File: src/sv/cfei_pkg.sv
// Package for the coalescing free extent insert block.
// Holds status codes, the sequencer state type and the extent record type; no dependencies.
package cfei_pkg;

  localparam logic [1:0] ST_OK      = 2'd0;
  localparam logic [1:0] ST_OVERLAP = 2'd1;
  localparam logic [1:0] ST_BADSIZE = 2'd2;
  localparam logic [1:0] ST_FULL    = 2'd3;

  typedef enum logic [3:0] {
    S_IDLE,
    S_RD,
    S_CMP,
    S_RDNEXT,
    S_CMPNEXT,
    S_SHRD,
    S_SHWR,
    S_WRITE,
    S_DONE
  } state_t;

  typedef struct packed {
    logic [31:0] start;
    logic [31:0] size;
  } extent_t;

endpackage

File: src/sv/cfei_mem.sv
// Extent table memory: one write port and one registered read port.
// Depends on cfei_pkg for the extent record type.
module cfei_mem #(
  parameter int DEPTH = 64,
  parameter int AW    = 6
) (
  input  logic              clk,
  input  logic              we,
  input  logic [AW-1:0]     waddr,
  input  cfei_pkg::extent_t wdata,
  input  logic [AW-1:0]     raddr,
  output cfei_pkg::extent_t rdata
);
  import cfei_pkg::*;

  extent_t mem [DEPTH];

  always_ff @(posedge clk) begin
    if (we) begin
      mem[waddr] <= wdata;
    end
    rdata <= mem[raddr];
  end

endmodule

File: config.mk
export PLATFORM = sky130hd
export DESIGN_NAME = cfei_mem
export DESIGN_NICKNAME = d
export VERILOG_FILES = /design/src/sv/cfei_pkg.sv /design/src/sv/cfei_mem.sv
export SDC_FILE = /design/constraint.sdc
export NUM_CORES = 2
export LEC_CHECK = 0
export BUFFER_PORTS_ARGS = -buffer_cell sky130_fd_sc_hd__buf_2
export CORE_MARGIN = 3
export CORE_UTILIZATION = 60
export CTS_CLUSTER_DIAMETER = 80
export CTS_CLUSTER_SIZE = 14
export DETAILED_ROUTE_END_ITERATION = 16
export PLACE_DENSITY = 0.76
export SLEW_MARGIN = 20
export SYNTH_ARGS = -nofsm -noshare
export SYNTH_HDL_FRONTEND = slang
export SYNTH_SLANG_ARGS = --single-unit
File: constraint.sdc
create_clock -name clk -period 13.85 [get_ports clk]
set_clock_uncertainty 0.2 [all_clocks]
set_input_delay 2.0775 -clock clk [delete_from_list [all_inputs] [get_ports clk]]
set_output_delay 2.0775 -clock clk [all_outputs]
set_load 0.03 [all_outputs]
==> reports/metrics.yaml <==
sta:
  min_period_over_period_pct: 40.1
  tns_ns: 0
  finalCriticalPeriod_ns: 5.56
  tightest_slew_ns: 1.24
  max_clock_freq_ghz: 0.180
  slew_headroom_pct: 17.1
  hold_viol: 0
  rsz0062_at_grt: "false"
  setup_viol: 0
  slew_viol_final: 0
setup_path:
  cpMostUsedCell: "buf_4"
  crit_type: "input pin to flip-flop"
  r2r_end: "rdata[14]"
  cpPeakStageDelay_ns: 0.90
  reg2reg_depth: 5
  required_ns: 14.38
  r2r-start: "mem[13][14]"
  crit_chain: "buf_8 -> buf_4 -> nor2b_4 -> buf_4 -> buf_4 -> a22oi_1 -> and3_1 -> a211oi_1"
  worst-r2r-setup-slack_ns: 11.45
  critPathMaxFanout: 48
  worstSetupStartpointType: "input pin"
  crit_end: "rdata[1]"
  slowest_stage: "a211oi_1"
  arrival_ns: 6.09
  end_kind: "flip-flop"
  startpoint: "raddr[2]"
clock_tree:
  clk_pin_slew_ns: 0.07
  clockRootBuffer: "clkbuf_16"
  numClockSinks: 4160
  cts_tree: "done"
  clk_latency_ns: 0.98
  cts_resized: 0
  cts_buffer_depth: 4
  cts_setup_buffers: 0
  cts_made_buffers: 348
  cts_hold_buf: 0
  cts_max_level: 5
routing:
  postRouteAntennaNets: 0
  drc: 0
  firstDrtPassIters: 6
  vias: 76400
  vias_per_cell: 7.27
  wl_per_cell_um: 39.3
  wl_mm: 413
  drtIter0Drc: 12400
placed_design:
  hpwl_mm: 210
  gp_congestion: 0.811
  port_buffers: 141
synth:
  synth-seq-cells: 4160
  synth-simple-area-share_pct: 1.24
  synth_top_cell_by_area: "edfxtp_1"
  muxShareOfSynthArea_pct: 15.6
  ys_warn_count: 0
  syn_area_um2: 156000
  yosysSeqAreaShare_pct: 79.5
  synth.most_common_cell: "edfxtp_1"
  synth.avg_cell_area_um2: 23.7
  synth-compound-area-share_pct: 2.48
  synthArstFlopShare_pct: 0
  synth_adder_area_share_pct: 0
  synth_edf_count: 4096
  synth_nets: 6676
  synth-main-ff-cell: "edfxtp_1"
  synth_top_family_by_area: "multiplexers"
  synth_cells: 6598
  synth_xor_area_share_pct: 0
  synthDistinctLibCells: 33
  synth.top_cells.by_count: "edfxtp_1 (4096), mux4_2 (1024), buf_2 (170), a22oi_1 (168), clkbuf_1 (140)"
  synth.area.top_cells: "edfxtp_1 (79%), mux4_2 (15%), mux2i_1 (0.86%)"
  synth_top_area_share_pct: 78.7
power:
  power.internal_mw: 19.1
  p_comb_share_pct: 5.0
  clkPwrFrac_pct: 37.0
  p_leak_nw: 52.9
  swShare_pct: 20.8
  total_power_mw: 24.1
  power_frac_seq_pct: 58.1
  vdd_drop_max_v: 0.000133
  p_per_area_nw_per_um2: 140
  power_switching_mw: 5.01
die:
  die_area_um2: 267000
  io_pins: 142
  core-area_um2: 258000
  initial_utilization_pct: 60.6
  die_h_um: 516
  die_x_um: 516
  row_count: 186
finish:
  fillCellCount: 15200
  regArea_um2: 124000
  syn2layout_area_growth_pct: 9.73
  multi_input_area_um2: 30800
  nNetsFinal: 6999
  drive_gt1_share_pct: 25.8
global_routing:
  grt_pass1_vias: 77000
  gr-total-overflow: 0
  antenna_found_initial: 26
  grt_max_degree: 143
  grt_pass1_wl_mm: 584
  gr-usage-all-layers_pct: 31.5
hold_path:
  min_path_cells: 4
  holdCritPathClass: "flip-flop to flip-flop"
run:
  maxCapViolCount: 0
run_status:
  run_status: "finished, final reports clean"
## metrics by stage
stage | instances | cell area (µm²) | worst slack (ns) | utilization, % | hold slack (ns)
3_5_place_dp | 9953 | 162000 | 7.50 | 62.7 | 0.628
3_3_place_gp | 9952 | 162000 | 7.46 | 62.7 | 0.611
4_1_cts | 10500 | 171000 | 8.47 | 66.4 | 0.645
2_1_floorplan | 6598 | 156000 | 6.14 | - | 0.588
5_1_grt | 10500 | 172000 | 8.21 | 66.5 | 0.679
6_report | 10500 | 172000 | 8.29 | 66.5 | 0.639
## sequential cells by signal (all words and copies together) (netlist names)
register	flops
mem	4096
rdata	64
## worst min path at each step
stage,from,endpoint,slack (ns)
6_report,mem[61][18],rdata[18],0.64
5_1_grt,mem[55][34],rdata[34],0.68
4_1_cts,mem[61][18],rdata[18],0.65
3_5_place_dp,mem[54][63],rdata[63],0.63
3_3_place_gp,mem[63][28],rdata[28],0.61
2_1_floorplan,mem[30][61],rdata[61],0.59
## final cells by class
class / instances / share of cell area [%]
Sequential cell: 4160 / 72.4
Multi-Input combinational cell: 2049 / 17.9
Clock buffer: 532 / 5.55
Tap cell: 3384 / 2.47
Timing Repair Buffer: 343 / 1.43
Clock inverter: 10 / 0.0904
Inverter: 19 / 0.0416
Antenna cell: 20 / 0.0292
## routing by layer
metal | GRT usage, % | routed length [µm] | up-vias | share of wire (%)
met3 | 8.28 | 58100 | 1089 | 14
met2 | 48.0 | 195000 | 6168 | 47
met1 | 44.1 | 140000 | 40200 | 34
met4 | 13.6 | 20400 | 8 | 4.9
li1 | - | - | 28900 | -
met5 | 0 | 47 | - | 0.011
## critical path: cells and delay by family
family	cells	cell delay (ns)
simple gates	2	0.51
buf+inv	4	2.15
compound gates	2	1.07
## power by group through the flow
stage	clock network, mW	registers [mW]	logic (mW)
6_report	8.91	14.0	1.19
5_1_grt	9.44	14.0	1.26
4_1_cts	8.98	14.0	1.19
3_5_place_dp	0	14.3	1.18
3_3_place_gp	0	14.3	1.15
2_1_floorplan	0	14.3	0.649
## layout by cell type (no fill, tap or decap), types with 24 or more instances in the layout
master / instances
edfxtp_1: 4096
mux4_2: 1024
clkbuf_16: 354
buf_4: 195
clkbuf_1: 178
a22oi_1: 168
mux2i_1: 135
buf_2: 128
a22o_1: 88
o22ai_1: 83
nor2_4: 65
and3_1: 64
dfxtp_1: 64
a211oi_1: 63
nand2_1: 56
nor2_1: 47
nand3_1: 45
o221ai_1: 38
or3_1: 29
or2_2: 28
a41oi_1: 26
nor2b_1: 24
## kinds of logic (layout without fill, tap and decap cells)
kind of cell           Yosys count  in the layout
AND/OR/NAND/NOR                386            386
AO/OA/AOI/OAI                  504            504
multiplexers                  1159           1159
other                            0             20
buffers and inverters          389            904
flip-flops                    4160           4160
Power figures use the tool's default switching activity.
